`src/rtl/core/wifi_ie_security_parser_top_macros.svh`:
```
// Assertion macros used by the information-element parser RTL.
// Each macro expects signals named clk and rst_n in the calling scope.
`ifndef WIFI_IE_SECURITY_PARSER_TOP_MACROS_SVH
`define WIFI_IE_SECURITY_PARSER_TOP_MACROS_SVH

// Same-cycle implication, skipped while reset is low.
`define WISP_ASSERT_IMP(lbl, ante, cons, msg) \
  lbl: assert property (@(posedge clk) disable iff (!rst_n) (ante) |-> (cons)) \
    else $error(msg);

// Next-cycle implication, skipped while reset is low.
`define WISP_ASSERT_NXT(lbl, ante, cons, msg) \
  lbl: assert property (@(posedge clk) disable iff (!rst_n) (ante) |=> (cons)) \
    else $error(msg);

`endif

```
`src/rtl/core/wisp_pkg.sv`:
```
// Package for the information-element security parser: codes, suites and types.
// No dependencies; used by all modules of the block except wisp_ram.
`default_nettype none

package wisp_pkg;

  localparam logic [7:0]  KIND_SSID   = 8'd0;
  localparam logic [7:0]  KIND_RSN    = 8'd48;
  localparam logic [7:0]  KIND_VENDOR = 8'd221;

  localparam logic [31:0] SUITE_TKIP  = 32'h000F_AC02;
  localparam logic [31:0] SUITE_CCMP  = 32'h000F_AC04;
  localparam logic [31:0] VENDOR_WPA  = 32'h0050_F201;
  localparam logic [31:0] VENDOR_WPS  = 32'h0050_F204;

  localparam logic [15:0] RSN_VER_ONE = 16'h0001;

  // Security flag bit positions
  localparam int FL_PAIR_TKIP  = 0;
  localparam int FL_PAIR_CCMP  = 1;
  localparam int FL_PSK        = 2;
  localparam int FL_GROUP_TKIP = 3;
  localparam int FL_GROUP_CCMP = 4;
  localparam int FL_WPA        = 5;
  localparam int FL_WPS        = 6;

  localparam int FLAG_W   = 7;
  localparam int SLEN_W   = 6;
  localparam int SIDX_W   = 5;
  localparam int STORE_AW = 6;

  typedef enum logic [1:0] {
    PH_TYPE,
    PH_LEN,
    PH_BODY
  } phase_t;

  typedef enum logic [1:0] {
    EM_PARSE,
    EM_READ,
    EM_LOAD
  } emit_state_t;

  // SSID store write port
  typedef struct packed {
    logic                en;
    logic [STORE_AW-1:0] addr;
    logic [7:0]          data;
  } ssid_wr_t;

  // Committed view after the current byte, before the per-blob clear
  typedef struct packed {
    logic [FLAG_W-1:0] flags;
    logic [SLEN_W-1:0] len;
    logic              bank;
  } parse_stat_t;

endpackage

`default_nettype wire

```
`src/rtl/core/wisp_ram.sv`:
```
// Generic single-write, single-read synchronous RAM with registered read data.
// No dependencies.
`default_nettype none

module wisp_ram #(
  parameter int WIDTH = 8,
  parameter int DEPTH = 64
) (
  input  wire logic                     clk,
  input  wire logic                     we,
  input  wire logic [$clog2(DEPTH)-1:0] waddr,
  input  wire logic [WIDTH-1:0]         wdata,
  input  wire logic                     re,
  input  wire logic [$clog2(DEPTH)-1:0] raddr,
  output logic      [WIDTH-1:0]         rdata
);

  logic [WIDTH-1:0] mem [DEPTH];

  always_ff @(posedge clk) begin
    if (we) begin
      mem[waddr] <= wdata;
    end
    if (re) begin
      rdata <= mem[raddr];
    end
  end

endmodule

`default_nettype wire

```
`src/rtl/core/wisp_parse.sv`:
```
// Record walker: type/length/payload tracking, RSN and vendor decode, SSID capture.
// Depends on wisp_pkg; drives the SSID store write port.
`default_nettype none

module wisp_parse #(
  parameter int SSID_CAP = 32
) (
  input  wire logic                  clk,
  input  wire logic                  rst_n,
  input  wire logic                  acc,
  input  wire logic [7:0]            blob_byte,
  input  wire logic                  blob_end,
  output wisp_pkg::ssid_wr_t         wr,
  output wisp_pkg::parse_stat_t      stat
);

  wisp_pkg::phase_t phase_r, phase_nxt;
  logic [7:0]  kind_r, kind_nxt;
  logic [7:0]  rlen_r, rlen_nxt;
  logic [7:0]  off_r, off_nxt;
  logic [31:0] shift_r, shift_nxt;
  logic        ver_ok_r, ver_ok_nxt;
  logic [18:0] pw_end_r, pw_end_nxt;
  logic [19:0] akm_end_r, akm_end_nxt;
  logic [6:0]  pflags_r, pflags_nxt;
  logic [6:0]  cflags_r, cflags_nxt;
  logic        bank_r, bank_nxt;
  logic [5:0]  plen_r, plen_nxt;
  logic [5:0]  clen_r, clen_nxt;

  logic        commit;
  logic [15:0] le;
  logic [7:0]  off_inc;
  logic [19:0] off_w;

  always_comb begin
    phase_nxt   = phase_r;
    kind_nxt    = kind_r;
    rlen_nxt    = rlen_r;
    off_nxt     = off_r;
    shift_nxt   = shift_r;
    ver_ok_nxt  = ver_ok_r;
    pw_end_nxt  = pw_end_r;
    akm_end_nxt = akm_end_r;
    pflags_nxt  = pflags_r;
    cflags_nxt  = cflags_r;
    bank_nxt    = bank_r;
    plen_nxt    = plen_r;
    clen_nxt    = clen_r;
    wr          = '0;
    commit      = 1'b0;
    le          = {blob_byte, shift_r[7:0]};
    off_inc     = off_r + 8'd1;
    off_w       = {12'd0, off_r};

    if (acc) begin
      case (phase_r)
        wisp_pkg::PH_LEN: begin
          rlen_nxt    = blob_byte;
          off_nxt     = 8'd0;
          shift_nxt   = 32'd0;
          ver_ok_nxt  = 1'b0;
          pw_end_nxt  = 19'd8;
          akm_end_nxt = 20'd0;
          pflags_nxt  = 7'd0;
          plen_nxt    = 6'd0;
          phase_nxt   = wisp_pkg::PH_BODY;
          if (blob_byte == 8'd0) begin
            commit = 1'b1;
          end
        end
        wisp_pkg::PH_BODY: begin
          shift_nxt = {shift_r[23:0], blob_byte};
          off_nxt   = off_inc;
          if (kind_r == wisp_pkg::KIND_SSID) begin
            if (off_r < 8'(SSID_CAP)) begin
              wr.en   = 1'b1;
              wr.addr = {~bank_r, off_r[4:0]};
              wr.data = blob_byte;
              if (blob_byte != 8'd0) begin
                plen_nxt = off_r[5:0] + 6'd1;
              end
            end
          end else if (kind_r == wisp_pkg::KIND_RSN) begin
            if (off_r == 8'd1) begin
              ver_ok_nxt = (le == wisp_pkg::RSN_VER_ONE);
            end else if (off_r > 8'd1 && ver_ok_r) begin
              if (off_r == 8'd5) begin
                if (shift_nxt == wisp_pkg::SUITE_TKIP) begin
                  pflags_nxt[wisp_pkg::FL_GROUP_TKIP] = 1'b1;
                end else if (shift_nxt == wisp_pkg::SUITE_CCMP) begin
                  pflags_nxt[wisp_pkg::FL_GROUP_CCMP] = 1'b1;
                end
              end else if (off_r == 8'd7) begin
                pw_end_nxt = 19'd8 + {1'b0, le, 2'b00};
              end else if (off_r >= 8'd8) begin
                // Pairwise suites are 4-byte aligned from offset 8 and end at offset
                // 3 mod 4; AKM suites end at 1 mod 4.
                if (off_w < {1'b0, pw_end_r}) begin
                  if (off_r[1:0] == 2'd3) begin
                    if (shift_nxt == wisp_pkg::SUITE_TKIP) begin
                      pflags_nxt[wisp_pkg::FL_PAIR_TKIP] = 1'b1;
                    end else if (shift_nxt == wisp_pkg::SUITE_CCMP) begin
                      pflags_nxt[wisp_pkg::FL_PAIR_CCMP] = 1'b1;
                    end
                  end
                end else if (off_w == {1'b0, pw_end_r} + 20'd1) begin
                  akm_end_nxt = {1'b0, pw_end_r} + 20'd2 + {2'b00, le, 2'b00};
                end else if (off_w >= {1'b0, pw_end_r} + 20'd2 && off_w < akm_end_r) begin
                  if (off_r[1:0] == 2'd1 && shift_nxt == wisp_pkg::SUITE_TKIP) begin
                    pflags_nxt[wisp_pkg::FL_PSK] = 1'b1;
                  end
                end
              end
            end
          end else if (kind_r == wisp_pkg::KIND_VENDOR) begin
            if (off_r == 8'd3) begin
              if (shift_nxt == wisp_pkg::VENDOR_WPA) begin
                pflags_nxt[wisp_pkg::FL_WPA] = 1'b1;
              end else if (shift_nxt == wisp_pkg::VENDOR_WPS) begin
                pflags_nxt[wisp_pkg::FL_WPS] = 1'b1;
              end
            end
          end
          if (off_inc == rlen_r) begin
            commit = 1'b1;
          end
        end
        default: begin
          kind_nxt  = blob_byte;
          phase_nxt = wisp_pkg::PH_LEN;
        end
      endcase
    end

    // Record complete: publish its effects
    if (commit) begin
      phase_nxt = wisp_pkg::PH_TYPE;
      if (kind_r == wisp_pkg::KIND_SSID) begin
        clen_nxt = plen_nxt;
        bank_nxt = ~bank_r;
      end else if (kind_r inside {wisp_pkg::KIND_RSN, wisp_pkg::KIND_VENDOR}) begin
        cflags_nxt = cflags_r | pflags_nxt;
      end
    end

    stat.flags = cflags_nxt;
    stat.len   = clen_nxt;
    stat.bank  = bank_nxt;

    // Drop any open record and start afresh; the bank choice carries over
    if (acc && blob_end) begin
      phase_nxt   = wisp_pkg::PH_TYPE;
      kind_nxt    = 8'd0;
      rlen_nxt    = 8'd0;
      off_nxt     = 8'd0;
      shift_nxt   = 32'd0;
      ver_ok_nxt  = 1'b0;
      pw_end_nxt  = 19'd8;
      akm_end_nxt = 20'd0;
      pflags_nxt  = 7'd0;
      cflags_nxt  = 7'd0;
      plen_nxt    = 6'd0;
      clen_nxt    = 6'd0;
    end
  end

  always_ff @(posedge clk) begin
    if (!rst_n) begin
      phase_r   <= wisp_pkg::PH_TYPE;
      kind_r    <= 8'd0;
      rlen_r    <= 8'd0;
      off_r     <= 8'd0;
      shift_r   <= 32'd0;
      ver_ok_r  <= 1'b0;
      pw_end_r  <= 19'd8;
      akm_end_r <= 20'd0;
      pflags_r  <= 7'd0;
      cflags_r  <= 7'd0;
      bank_r    <= 1'b0;
      plen_r    <= 6'd0;
      clen_r    <= 6'd0;
    end else begin
      phase_r   <= phase_nxt;
      kind_r    <= kind_nxt;
      rlen_r    <= rlen_nxt;
      off_r     <= off_nxt;
      shift_r   <= shift_nxt;
      ver_ok_r  <= ver_ok_nxt;
      pw_end_r  <= pw_end_nxt;
      akm_end_r <= akm_end_nxt;
      pflags_r  <= pflags_nxt;
      cflags_r  <= cflags_nxt;
      bank_r    <= bank_nxt;
      plen_r    <= plen_nxt;
      clen_r    <= clen_nxt;
    end
  end

endmodule

`default_nettype wire

```
`src/rtl/core/wisp_emit.sv`:
```
// Result sequencer: snapshots flags and SSID length at blob end, reads the store.
// Depends on wisp_pkg and the assertion macro header.
`default_nettype none
`include "wifi_ie_security_parser_top_macros.svh"

module wisp_emit (
  input  wire logic                  clk,
  input  wire logic                  rst_n,
  input  wire logic                  start,
  input  wire wisp_pkg::parse_stat_t stat,
  output logic                       busy,
  output logic                       rd_en,
  output logic [wisp_pkg::STORE_AW-1:0] rd_addr,
  input  wire logic [7:0]            rd_data,
  output logic                       out_valid,
  input  wire logic                  out_stall,
  output logic [wisp_pkg::FLAG_W-1:0] out_flags,
  output logic [wisp_pkg::SLEN_W-1:0] out_len,
  output logic [wisp_pkg::SIDX_W-1:0] out_idx,
  output logic [7:0]                 out_char,
  output logic                       out_last
);

  wisp_pkg::emit_state_t state_r, state_nxt;
  logic [wisp_pkg::SIDX_W-1:0] idx_r, idx_nxt;
  logic [wisp_pkg::FLAG_W-1:0] flags_s_r, flags_s_nxt;
  logic [wisp_pkg::SLEN_W-1:0] len_s_r, len_s_nxt;
  logic                        bank_s_r, bank_s_nxt;

  logic                        out_valid_r, out_valid_nxt;
  logic [wisp_pkg::FLAG_W-1:0] out_flags_r;
  logic [wisp_pkg::SLEN_W-1:0] out_len_r;
  logic [wisp_pkg::SIDX_W-1:0] out_idx_r;
  logic [7:0]                  out_char_r;
  logic                        out_last_r;

  logic load;
  logic is_last;

  always_comb begin
    state_nxt     = state_r;
    idx_nxt       = idx_r;
    flags_s_nxt   = flags_s_r;
    len_s_nxt     = len_s_r;
    bank_s_nxt    = bank_s_r;
    rd_en         = 1'b0;
    rd_addr       = {bank_s_r, idx_r};
    load          = 1'b0;
    is_last       = (len_s_r == '0) ||
                    (6'(idx_r) + 6'd1 == len_s_r);
    out_valid_nxt = out_valid_r && out_stall;

    case (state_r)
      wisp_pkg::EM_PARSE: begin
        if (start) begin
          flags_s_nxt = stat.flags;
          len_s_nxt   = stat.len;
          bank_s_nxt  = stat.bank;
          idx_nxt     = '0;
          state_nxt   = wisp_pkg::EM_READ;
        end
      end
      wisp_pkg::EM_READ: begin
        rd_en     = 1'b1;
        state_nxt = wisp_pkg::EM_LOAD;
      end
      wisp_pkg::EM_LOAD: begin
        if (!out_valid_r || !out_stall) begin
          load          = 1'b1;
          out_valid_nxt = 1'b1;
          if (is_last) begin
            state_nxt = wisp_pkg::EM_PARSE;
          end else begin
            idx_nxt   = idx_r + 5'd1;
            state_nxt = wisp_pkg::EM_READ;
          end
        end
      end
      default: begin
        state_nxt = wisp_pkg::EM_PARSE;
      end
    endcase
  end

  always_ff @(posedge clk) begin
    if (!rst_n) begin
      state_r     <= wisp_pkg::EM_PARSE;
      out_valid_r <= 1'b0;
    end else begin
      state_r     <= state_nxt;
      out_valid_r <= out_valid_nxt;
    end
    idx_r     <= idx_nxt;
    flags_s_r <= flags_s_nxt;
    len_s_r   <= len_s_nxt;
    bank_s_r  <= bank_s_nxt;
    if (load) begin
      out_flags_r <= flags_s_r;
      out_len_r   <= len_s_r;
      out_idx_r   <= idx_r;
      out_char_r  <= (len_s_r == '0) ? 8'd0 : rd_data;
      out_last_r  <= is_last;
    end
  end

  assign busy      = (state_r != wisp_pkg::EM_PARSE);
  assign out_valid = out_valid_r;
  assign out_flags = out_flags_r;
  assign out_len   = out_len_r;
  assign out_idx   = out_idx_r;
  assign out_char  = out_char_r;
  assign out_last  = out_last_r;

  `WISP_ASSERT_NXT(a_start_reads, start && state_r == wisp_pkg::EM_PARSE,
    state_r == wisp_pkg::EM_READ, "blob end did not start a store read")
  `WISP_ASSERT_NXT(a_read_then_load, state_r == wisp_pkg::EM_READ,
    state_r == wisp_pkg::EM_LOAD, "store read not followed by load")
  `WISP_ASSERT_IMP(a_idx_in_range, state_r == wisp_pkg::EM_LOAD,
    len_s_r == '0 || 6'(idx_r) < len_s_r, "SSID index beyond snapshot length")
  `WISP_ASSERT_IMP(a_last_index, out_valid_r && out_last_r && out_len_r != '0,
    6'(out_idx_r) + 6'd1 == out_len_r, "run_last not on final SSID byte")

endmodule

`default_nettype wire

```
`src/rtl/core/wifi_ie_security_parser_top.sv`:
```
// Information-element security parser: accepts one blob byte per cycle while the
// result sequencer is idle; on the final byte it replays one result per SSID byte
// (one result for an empty SSID), each by a store read, then an output load, and
// holds the input stalled until the last result is loaded. Synchronous active-low
// reset clears all parse and sequencer control; the SSID store is not cleared.
`default_nettype none

module wifi_ie_security_parser_top #(
  parameter int SSID_BYTES = 32
) (
  input  wire logic       clk,
  input  wire logic       rst_n,
  // blob byte input channel
  input  wire logic       in_valid,
  output logic            in_stall,
  input  wire logic [7:0] in_blob_byte,
  input  wire logic       in_blob_end,
  // result channel
  output logic            out_valid,
  input  wire logic       out_stall,
  output logic [6:0]      out_sec_flags,
  output logic [5:0]      out_ssid_length,
  output logic [4:0]      out_ssid_index,
  output logic [7:0]      out_ssid_char,
  output logic            out_run_last
);

  // SSID bytes kept per record: the parameter, never beyond one 32-byte bank
  localparam int SSID_CAP = (SSID_BYTES < 32) ? SSID_BYTES : 32;

  logic                   in_xfer;
  logic                   emit_busy;
  wisp_pkg::ssid_wr_t     ssid_wr;
  wisp_pkg::parse_stat_t  parse_stat;
  logic                   rd_en;
  logic [wisp_pkg::STORE_AW-1:0] rd_addr;
  logic [7:0]             rd_data;

  // A byte transfers when valid while the sequencer is not replaying an SSID
  assign in_stall = emit_busy;
  assign in_xfer  = in_valid && !in_stall;

  // Record walker: tracks phase, decodes RSN and vendor records, and writes
  // SSID payload into the bank not currently committed.
  wisp_parse #(
    .SSID_CAP (SSID_CAP)
  ) u_parse (
    .clk       (clk),
    .rst_n     (rst_n),
    .acc       (in_xfer),
    .blob_byte (in_blob_byte),
    .blob_end  (in_blob_end),
    .wr        (ssid_wr),
    .stat      (parse_stat)
  );

  // Two banks of 32 SSID bytes; a completed SSID record flips the live bank.
  wisp_ram #(
    .WIDTH (8),
    .DEPTH (64)
  ) u_ssid_store (
    .clk   (clk),
    .we    (ssid_wr.en),
    .waddr (ssid_wr.addr),
    .wdata (ssid_wr.data),
    .re    (rd_en),
    .raddr (rd_addr),
    .rdata (rd_data)
  );

  // Result sequencer: snapshot at blob end, then one transfer per SSID byte
  // (or a single transfer for an empty SSID) through a registered output.
  wisp_emit u_emit (
    .clk       (clk),
    .rst_n     (rst_n),
    .start     (in_xfer && in_blob_end),
    .stat      (parse_stat),
    .busy      (emit_busy),
    .rd_en     (rd_en),
    .rd_addr   (rd_addr),
    .rd_data   (rd_data),
    .out_valid (out_valid),
    .out_stall (out_stall),
    .out_flags (out_sec_flags),
    .out_len   (out_ssid_length),
    .out_idx   (out_ssid_index),
    .out_char  (out_ssid_char),
    .out_last  (out_run_last)
  );

endmodule

`default_nettype wire

```
`config.mk`:
```
export PLATFORM = sky130hd
export DESIGN_NAME = wifi_ie_security_parser_top
export DESIGN_NICKNAME = d
export VERILOG_FILES = /design/src/rtl/core/wisp_pkg.sv /design/src/rtl/core/wisp_ram.sv /design/src/rtl/core/wisp_parse.sv /design/src/rtl/core/wisp_emit.sv /design/src/rtl/core/wifi_ie_security_parser_top.sv
export VERILOG_INCLUDE_DIRS = /design/src /design/src/rtl/core
export SDC_FILE = /design/constraint.sdc
export NUM_CORES = 1
export LEC_CHECK = 0
export ABC_AREA = 1
export BUFFER_PORTS_ARGS = -buffer_cell sky130_fd_sc_hd__buf_2
export CAP_MARGIN = 15
export CORE_ASPECT_RATIO = 0.9
export CORE_UTILIZATION = 57
export DETAILED_ROUTE_END_ITERATION = 8
export PLACE_DENSITY = 0.81
export SLEW_MARGIN = 20
export SYNTH_ARGS = -nofsm -noshare
export SYNTH_HDL_FRONTEND = slang
export SYNTH_HIERARCHICAL = 1
export SYNTH_SLANG_ARGS = --single-unit
```
`constraint.sdc`:
```
create_clock -name clk -period 3.42 [get_ports clk]
set_input_delay 0.513 -clock clk [delete_from_list [all_inputs] [get_ports clk]]
set_output_delay 0.513 -clock clk [all_outputs]
set_load 0.02 [all_outputs]
```
; ---- Yosys cells after proc, flatten, opt, wreduce, memory -nomap -nowiden
; Memory sizes are Yosys's and may differ from the RTL's. A register that Yosys moved wholly into a read port is not among the register bits.
; Index checks and enable logic that the tools add are counted.
[totals]
register_bits = 166
output_inout_bits = 29
mem_bits_rw = 512
in_bits = 13
mem_count = 1
rom_bits = 0
latchBits = 0
[memory_table]
columns = name, depth, word_bits, rd, rd_ports_with_merged_regs, wr, line
row1 = u_ssid_store.mem, 64, 8, 1, 1, 1, wisp_ram.sv:18  ; logic [WIDTH-1:0] mem [DEPTH];
[op_classes]
n_mux = 87
n_reduce_logical = 33
n_mul = 0
eq_ne = 34
n_shift = 0
n_div = 0
n_bitwise = 5
n_addsub = 8
n_lt_le_gt_ge = 6
[ops]
columns = op, count
row1 = $mux W20, 9
row2 = $mux W19, 6
row3 = $eq A32 B20 Y1 const B, 2
row4 = $eq A32 B23 Y1 const B, 2
row5 = $mux W15, 4
row6 = $pmux W24 S2, 1
row7 = $pmux W20 S2, 1
row8 = $pmux W19 S2, 1
row9 = $mux W6, 6
row10 = $mux W7, 5
row11 = $mux W5, 6
row12 = $mux W1, 29
row13 = $add A19 B1 Y20 const B, 1
row14 = $add A19 B2 Y20 const B, 1
row15 = $add A20 B18 Y20, 1
row16 = $eq A8 B20 Y1, 1
row17 = $ge A8 B20 Y1, 1
row18 = $lt A8 B20 Y1, 1
row19 = $add A4 B18 Y19 const A, 1
row20 = $lt A8 B19 Y1, 1
row21 = $eq A16 B1 Y1 const B, 1
row22 = $eq A8 B3 Y1 const B, 2
row23 = $logic_not A8 Y1, 2
row24 = $mux W2, 8
row25 = other kinds (41), 80

; ---- Logic depth before layout (Yosys ltp)
; Gate-level depths: netlist (run 1).
[depth]
word_depth = 19
depth_mapped = 18
mapped_depth_nobuf = 17

; ---- Modules after synthesis
; Netlist (run 1), hierarchy kept.
[by_module_without_submodules]
columns = module, n_inst, seq_area_each_um2, area_each_um2, cells_each
row1 = wisp_ram, 1, 15615.0, 21371.7, 1822
row2 = wisp_parse, 1, 2282.2, 6697.7, 1017
row3 = wisp_emit, 1, 1441.4, 1884.3, 140
row4 = wifi_ie_security_parser_top, 1, 0.0, 23.8, 5

; ---- Least setup slack after synthesis (run 1)
; OpenSTA, ideal clock, no wires.
[synth_path]
path_kind = register to register
start = register u_emit.state_r[1]
end = memory u_ssid_store.mem[0][4] (data pin)
synth_period_minus_slack_ns = 3.507
setup_time_ns = 0.500
path_slack_ns = -0.087
required_time_ns = 2.920
stages_incl_launch_ff = 11
arrival_ns = 3.007
n_path_buf = 1
cell_sequence = dfxtp_1 > nor2_1 > clkinv_1 > inv_1 > nand2_2 > inv_1 > nand2_1 > nor2_1 > inv_1 > clkbuf_1 > nor2_1
[synth_lines]
columns = item, line
row1 = from (decl), wisp_emit.sv:24  ; wisp_pkg::emit_state_t state_r, state_nxt;
row2 = from (signal assigned), wisp_emit.sv:87  ; state_r <= wisp_pkg::EM_PARSE;
row3 = from (signal assigned), wisp_emit.sv:90  ; state_r <= state_nxt;
row4 = to (decl), wisp_ram.sv:18

==> out/metrics.csv, run 1 <==
stage;metric;value;unit
floorplan;chip width;244;um
route;vias per cell;5.98;
clock_tree;Hold-fix buffers, CTS;0;
worst_setup_path;CP max stage cell;nor3_1;
route;drt drc;0;
min_path;Hold WC Path Type;in -> reg;
synth;Mapped Cells;2984;
synth;post-synthesis net count;3034;
synth;Avg Inst Size Synth;10.0;um2
route;Initial DRT Pass Iterations;6;
clock_tree;Post-CTS Setup Inserts;0;
pwr;Seq pwr share;53.4;%
route;antenna-violating nets left;0;
place;placed standard-cell area;31200;um2
timing;Hold Vio Cnt, Final;0;
global_routing;Tot GR Track Use;28.9;%
layout;number of fill cells in the layout;3768;
floorplan;Die ar.;53500;um2
synth;Seq cells post-synth;683;
place;Final HPWL DP;50200;um
global_routing;first-pass GRT wire length;119000;um
timing;RSZ-0062 raised after global routing;no;
clock_tree;Num CTS Buffers;61;
synth;top_reg_cell synth;edfxtp_1;
route;Wirelength per Cell;20.6;um
pwr;VDD IR max;0.000401;V
clock_tree;H-tree levels;2;
place;GPL Wtd Cong;0.902;
clock_tree;CTS Sinks;683;
job;max cap viols;0;
synth;Synth cell types;53;
synth;Post-Syn Area;30000;um2
place;pre-CTS setup slack;-0.184;ns
pwr;switching part of the total power;22.6;%
clock_tree;CTS tree;done;
synth;Area contributors post-synth;edfxtp_1, nand2_1, nand3_1;
worst_setup_path;critical path launch point type;flop;
worst_setup_path;CP max FO;8;
pwr;Pwr Total;16.9;mW
global_routing;largest net degree at the start of global routing;148;
clock_tree;root buffer cell;clkbuf_16;
clock_tree;CTS Buffer Depth;3;
pwr;Sw Pwr;3.82;mW
floorplan;Die H;220;um
layout;Area Growth Syn to Fin;11.4;%
route;First DRT Iteration DRCs;3170;
route;Routed WL;77900;um
timing;setup TNS;0;ns
timing;max-slew violations;0;
worst_setup_path;CP bufs+invs;6;
pwr;clock share of power;40.4;%
timing;setup violators final;0;
timing;fin crit period;3.28;ns
timing;relative slew slack;28.9;%
pwr;P per Cell Area;505;nW/um2
clock_tree;worst skew pair latency;0.65;ns
global_routing;vias in the first global route;21866;
pwr;Leak Pwr;13.0;nW
timing;Slew @ Worst Pin;1.06;ns
outcome;status;completed;
pwr;Int Pwr;13.1;mW
layout;Final nets;3091;
worst_setup_path;CP peak stage delay;0.40;ns
worst_setup_path;critical path's most frequent cell;inv_1;
synth;Post-synth EDFFs;566;
place;I/O Buffers;41;
layout;ANT cells;0;
timing;hold slack;0.155;ns
floorplan;initial core utilization;57.9;%
worst_setup_path;Worst EP arrival;3.64;ns
clock_tree;Clock transition at path regs;0.06;ns
global_routing;initial antenna violation count;1;
route;vias;22600;
timing;final setup margin;0.138;ns
synth;warning count from the yosys run;6;
layout;ratio of cells with drive above 1 in the final layout;10.8;%
timing;FMAX;0.305;GHz
synth;post-synthesis sequential area ratio;64.5;%
timing;Layout Skew;0.0252;ns
floorplan;# IOs;42;
worst_setup_path;CP cell instances;nor2_1 > clkinv_1 > inv_1 > nand2_2 > inv_1 > nand2_1 > nor2_2 > inv_1 > nor2_1 > nand2_1 > inv_1 > nand2_1 > nor3_1 > buf_4;
synth;largest area contributor in the netlist;edfxtp_1;
worst_setup_path;critical path class;reg -> reg;
timing;period utilization;96.0;%
global_routing;Overflow after GRT;0;
synth;post-synth top area share;56.7;%
synth;Async S/R FF share, synth;0;%
pwr;combinational share of power;6.3;%
worst_setup_path;Critical Path RT;3.78;ns
floorplan;core footprint;51800;um2
worst_setup_path;CP Capture Type;flop;
floorplan;row count;79;
worst_setup_path;critical path's top delay family;simple AND/OR/NAND/NOR gates;
layout;Design Area, Final;33400;um2
[cell type report]
cell class / instances / area [um2] / area share [%]
flip-flops and latches: 683 / 19300 / 57.9
multi-input cells: 1981 / 9370 / 28.0
clock buffers: 76 / 1660 / 4.98
repair buffers: 137 / 1180 / 3.52
well taps: 688 / 861 / 2.58
inverters: 177 / 676 / 2.02
clock inverters: 35 / 325 / 0.974
[power by group through the flow]
stage | Sequential, mW | Clock, mW | Combinational [mW]
floorplan | 9.18 | 0 | 0.721
global placement | 9.18 | 0 | 0.987
detailed placement | 9.18 | 0 | 1.02
CTS | 9.00 | 6.86 | 1.03
global route | 9.00 | 7.17 | 1.14
finish | 9.00 | 6.81 | 1.06
[cell families after synthesis]
| kind of cell | after synthesis | synth area share, % |
|---|---|---|
| AND/OR/NAND/NOR | 1756 | 25.2 |
| AO/OA/AOI/OAI | 177 | 3.23 |
| adder cells (fa/ha/maj) | 37 | 1.57 |
| flip-flops | 683 | 64.5 |
| buffers and inverters | 320 | 5.16 |
| XOR/XNOR | 11 | 0.321 |
[tightest hold or removal path, stage by stage]
cell	delay, ns
buf_2	0.09
nand2_1	0.08
a21oi_1	0.07
[registers in the layout, indices dropped and copies added, names as in the netlist, 8 cells and up]
| name | count |
|---|---|
| u_parse/shift_r | 24 |
| u_ssid_store/rdata | 8 |
| u_parse/rlen_r | 8 |
| u_ssid_store/mem | 512 |
| u_emit/out_char | 8 |
| u_parse/kind_r | 8 |
| u_parse/off_r | 8 |
| u_parse/akm_end_r | 19 |
| u_parse/pw_end_r | 17 |
[final timing paths]
path                       start                       to  slack (ns)  cells past startpoint
max            u_emit/state_r[0]  u_ssid_store/mem[62][6]        0.14                     14
max reg2reg    u_emit/state_r[0]  u_ssid_store/mem[62][6]        0.14                     14
min                    out_stall         u_emit/out_valid        0.15                      3
min reg2reg  u_emit/flags_s_r[1]      u_emit/out_flags[1]        0.42                      0
[synth_stat cells (6+ instances only)]
cell      instances
inv_2            10
xor2_1            6
inv_1           161
nor4_1            7
clkbuf_1         27
a21oi_1         119
edfxtp_1        566
buf_1            16
nand4_1          20
buf_6            25
nand3b_1          6
or2_2             6
a21oi_2           6
buf_4            15
nand2_1         961
nor3_1           26
nand2_2          11
dfxtp_1         117
nor2_2            8
o21ai_0          36
nor2_1          189
ha_1             36
buf_2            58
nand3_1         500
[cells in the final DEF, fill, tap and decap left out, types with 3 or more instances in the layout]
cell type,Yosys,routed
xor2_1,6,6
nand2_4,2,4
a21oi_2,6,6
clkinv_1,4,18
nor4_2,3,3
bufinv_16,0,5
nand2_1,961,956
buf_4,15,76
nor3_1,26,25
edfxtp_1,566,566
a21oi_1,119,119
nor3_2,3,4
clkbuf_16,0,62
inv_1,161,159
or2_2,6,6
buf_12,0,20
dfxtp_1,117,117
nor2_2,8,14
o2111ai_1,3,3
nand3b_1,6,6
nor2_4,2,31
clkinv_2,0,13
clkbuf_1,27,8
nand3_1,500,497
xnor2_1,5,5
nor4_1,7,7
a211oi_1,3,3
o21ai_0,36,36
ha_1,36,36
clkbuf_8,0,6
buf_2,58,41
nor2_1,189,154
nand4_1,20,20
nand2_2,11,14
inv_2,10,11
nand3_2,2,5
[routing by layer]
metal	wire length (um)	track usage, %
met5	12	0
met4	3520	14.0
met3	8260	5.41
met2	37100	47.5
met1	29000	37.0
[through the flow]
step | cells | utilization, %
2_1_floorplan | 2984 | -
3_3_place_gp | 3666 | 60.3
3_5_place_dp | 3666 | 60.3
4_1_cts | 3777 | 64.2
5_1_grt | 3777 | 64.5
6_report | 3777 | 64.5
[timing repair]
| action | 4_1_cts | 5_1_grt |
|---|---|---|
| cloned | 0 | 0 |
| resized for setup | 17 | 40 |
| endpoints found under the setup margin | 136 | 331 |
Note: power is estimated with default switching activity, not from simulation.
==> run 2: changes to the inputs <==
ABC_AREA = unset   (was 1)
TNS_END_PERCENT = 5   (was unset)
==> run 2 against run 1 <==
  * Final area decreased by 3.3%
  * Via count decreased by 21%
  * Critical path depth decreased by 5
  * Critical path type unchanged
  * Highest routed layer is now met4
==> out/metrics.csv, run 2 <==
stage;metric;value;unit
outcome;status;completed;
synth;Async S/R FF share, synth;0;%
floorplan;initial core utilization;58.1;%
clock_tree;Clock transition at path regs;0.06;ns
synth;largest area contributor in the netlist;edfxtp_1;
clock_tree;root buffer cell;clkbuf_16;
timing;RSZ-0062 raised after global routing;no;
timing;max-slew violations;0;
route;Routed WL;69500;um
synth;Area contributors post-synth;edfxtp_1, mux4_2, dfxtp_1;
layout;ratio of cells with drive above 1 in the final layout;20.7;%
min_path;Hold WC Path Type;in -> reg;
route;Wirelength per Cell;25.3;um
synth;post-synthesis sequential area ratio;67.4;%
layout;Design Area, Final;32300;um2
layout;final core occ;65.4;%
synth;Avg Inst Size Synth;15.0;um2
clock_tree;CTS Sinks;683;
synth;warning count from the yosys run;6;
clock_tree;Num CTS Buffers;67;
global_routing;vias in the first global route;17105;
pwr;Leak Pwr;11.8;nW
timing;setup TNS;0;ns
worst_setup_path;CP max FO;9;
worst_setup_path;cells on worst reg2reg path;9;
place;pre-CTS setup slack;0.329;ns
place;placed standard-cell area;30200;um2
layout;Largest register FFs;512;
route;First DRT Iteration DRCs;2277;
layout;Area Growth Syn to Fin;12.6;%
layout;biggest regs;u_ssid_store/mem: 512 flops, u_parse/shift_r: 24 flops, u_parse/akm_end_r: 19 flops;
place;GPL Wtd Cong;0.980;
layout;number of fill cells in the layout;3207;
layout;Final nets;2080;
timing;relative slew slack;38.8;%
timing;Layout Skew;0.0465;ns
synth;Seq cells post-synth;683;
timing;setup violators final;0;
worst_setup_path;R2R Setup Slk;0.25;ns
clock_tree;Post-CTS Setup Inserts;0;
floorplan;Die H;215;um
clock_tree;CTS Buffer Depth;3;
worst_setup_path;Critical Path RT;3.74;ns
synth;commonest cells in the netlist;edfxtp_1, nor2_1, nand2_1;
synth;Post-synth EDFFs;566;
synth;most frequent cell after synthesis;edfxtp_1;
synth;top_reg_cell synth;edfxtp_1;
timing;fin crit period;3.17;ns
place;Final HPWL DP;43500;um
clock_tree;Hold-fix buffers, CTS;0;
route;antenna-violating nets left;0;
global_routing;initial antenna violation count;0;
worst_setup_path;Reg-to-Reg Start;u_emit/state_r[0];
synth;Synth cell types;84;
timing;final setup margin;0.253;ns
clock_tree;CTS tree;done;
floorplan;chip width;239;um
layout;most frequent cells in the layout;edfxtp_1, nor2_1, nand2_1, mux4_2, dfxtp_1;
clock_tree;H-tree levels;3;
global_routing;largest net degree at the start of global routing;73;
timing;FMAX;0.316;GHz
job;max cap viols;0;
worst_setup_path;worst setup path end;u_ssid_store/mem[32][5];
worst_setup_path;critical path launch point type;flop;
synth;post-synth top area share;59.2;%
worst_setup_path;critical path class;reg -> reg;
route;drt drc;0;
layout;Top reg by flops;u_ssid_store/mem;
global_routing;first-pass GRT wire length;104000;um
timing;Slew @ Worst Pin;0.895;ns
synth;Post-Syn Area;28700;um2
timing;hold slack;0.197;ns
global_routing;Overflow after GRT;0;
route;vias;17847;
clock_tree;Post-CTS Resized;0;
worst_setup_path;Worst EP arrival;3.48;ns
layout;ANT cells;0;
floorplan;row count;77;
synth;post-synthesis net count;1962;
route;Initial DRT Pass Iterations;7;
synth;Mapped Cells;1912;
global_routing;Tot GR Track Use;27.4;%
floorplan;# IOs;42;
timing;period utilization;92.6;%
clock_tree;worst skew pair latency;0.63;ns
place;I/O Buffers;41;
route;vias per cell;6.50;
floorplan;Die ar.;51200;um2
worst_setup_path;CP Capture Type;flop;
worst_setup_path;reg2reg end;u_ssid_store/mem[32][5];
pwr;P per Cell Area;523;nW/um2
floorplan;core footprint;49400;um2
layout;most common library cell in the layout ignoring fill and taps;edfxtp_1;
timing;Hold Vio Cnt, Final;0;
pwr;VDD IR max;0.000435;V
worst_setup_path;crit path from;u_emit/state_r[0];
==> run 2: changes by cell type after synthesis, moves of 29 or more <==
cell,change
mux4_2,+124
clkbuf_1,+31
buf_2,-37
nand2_1,-822
nand3_1,-398
mux2i_1,+29
inv_1,-130
nor2_1,-37
==> run 2: cell type report <==
type,count,area (um2),area share (%)
clock buffer,85,1780,5.52
multi-input combinational,1083,8660,26.8
tap,671,840,2.60
clock inverter,30,302,0.933
timing repair buffer,161,1270,3.93
sequential,683,19300,59.8
inverter,34,130,0.403
==> run 2: where the power goes <==
part	total, mW	leakage (nW)	internal (mW)	switching (mW)
logic	0.804	3.68	0.280	0.525
clock network	7.14	1.02	4.02	3.12
registers	8.97	7.07	8.94	0.0295
==> run 2: critical path: stages (launching register included) <==
cell and delay [ns]:
dfxtp_1 0.31, or2_2 0.34, nor2b_2 0.19, nand3_1 0.21
nor3_1 0.34, buf_4 0.24, nand2_1 0.07, or3_1 0.49
nor2_1 0.39, buf_4 0.26
==> run 2: cell families (layout without fill, tap and decap cells) <==
family,after synthesis,in the layout,synth area share (%)
flip-flops,683,683,67.4
AND/OR/NAND/NOR,576,576,9.96
AO/OA/AOI/OAI,266,266,6.06
multiplexers,161,161,11.1
buffers and inverters,146,310,2.50
XOR/XNOR,43,43,1.36
adder cells (fa/ha/maj),37,37,1.64
==> run 2: worst min-delay path by stage <==
stage,from,to,cells past startpoint
floorplan,u_emit/flags_s_r[0],u_emit/out_flags[0],0
global placement,u_emit/flags_s_r[4],u_emit/out_flags[4],0
detailed placement,u_emit/flags_s_r[2],u_emit/out_flags[2],0
CTS,rst_n,u_emit/state_r[1],2
global route,rst_n,u_emit/state_r[1],2
finish,rst_n,u_emit/state_r[1],2
==> run 2: stage by stage <==
stage / cells / power (mW)
2_1_floorplan: 1912 / 9.68
3_3_place_gp: 2632 / 9.91
3_5_place_dp: 2632 / 9.93
4_1_cts: 2747 / 17.0
5_1_grt: 2747 / 17.3
6_report: 2747 / 16.9
==> run 2: per-layer routing <==
layer	vias up	track usage [%]	share of wire (%)
li1	7613	-	-
met1	8905	37.5	38
met2	1130	43.3	48
met3	199	5.52	10
met4	0	10.7	4.0
met5	-	0	0
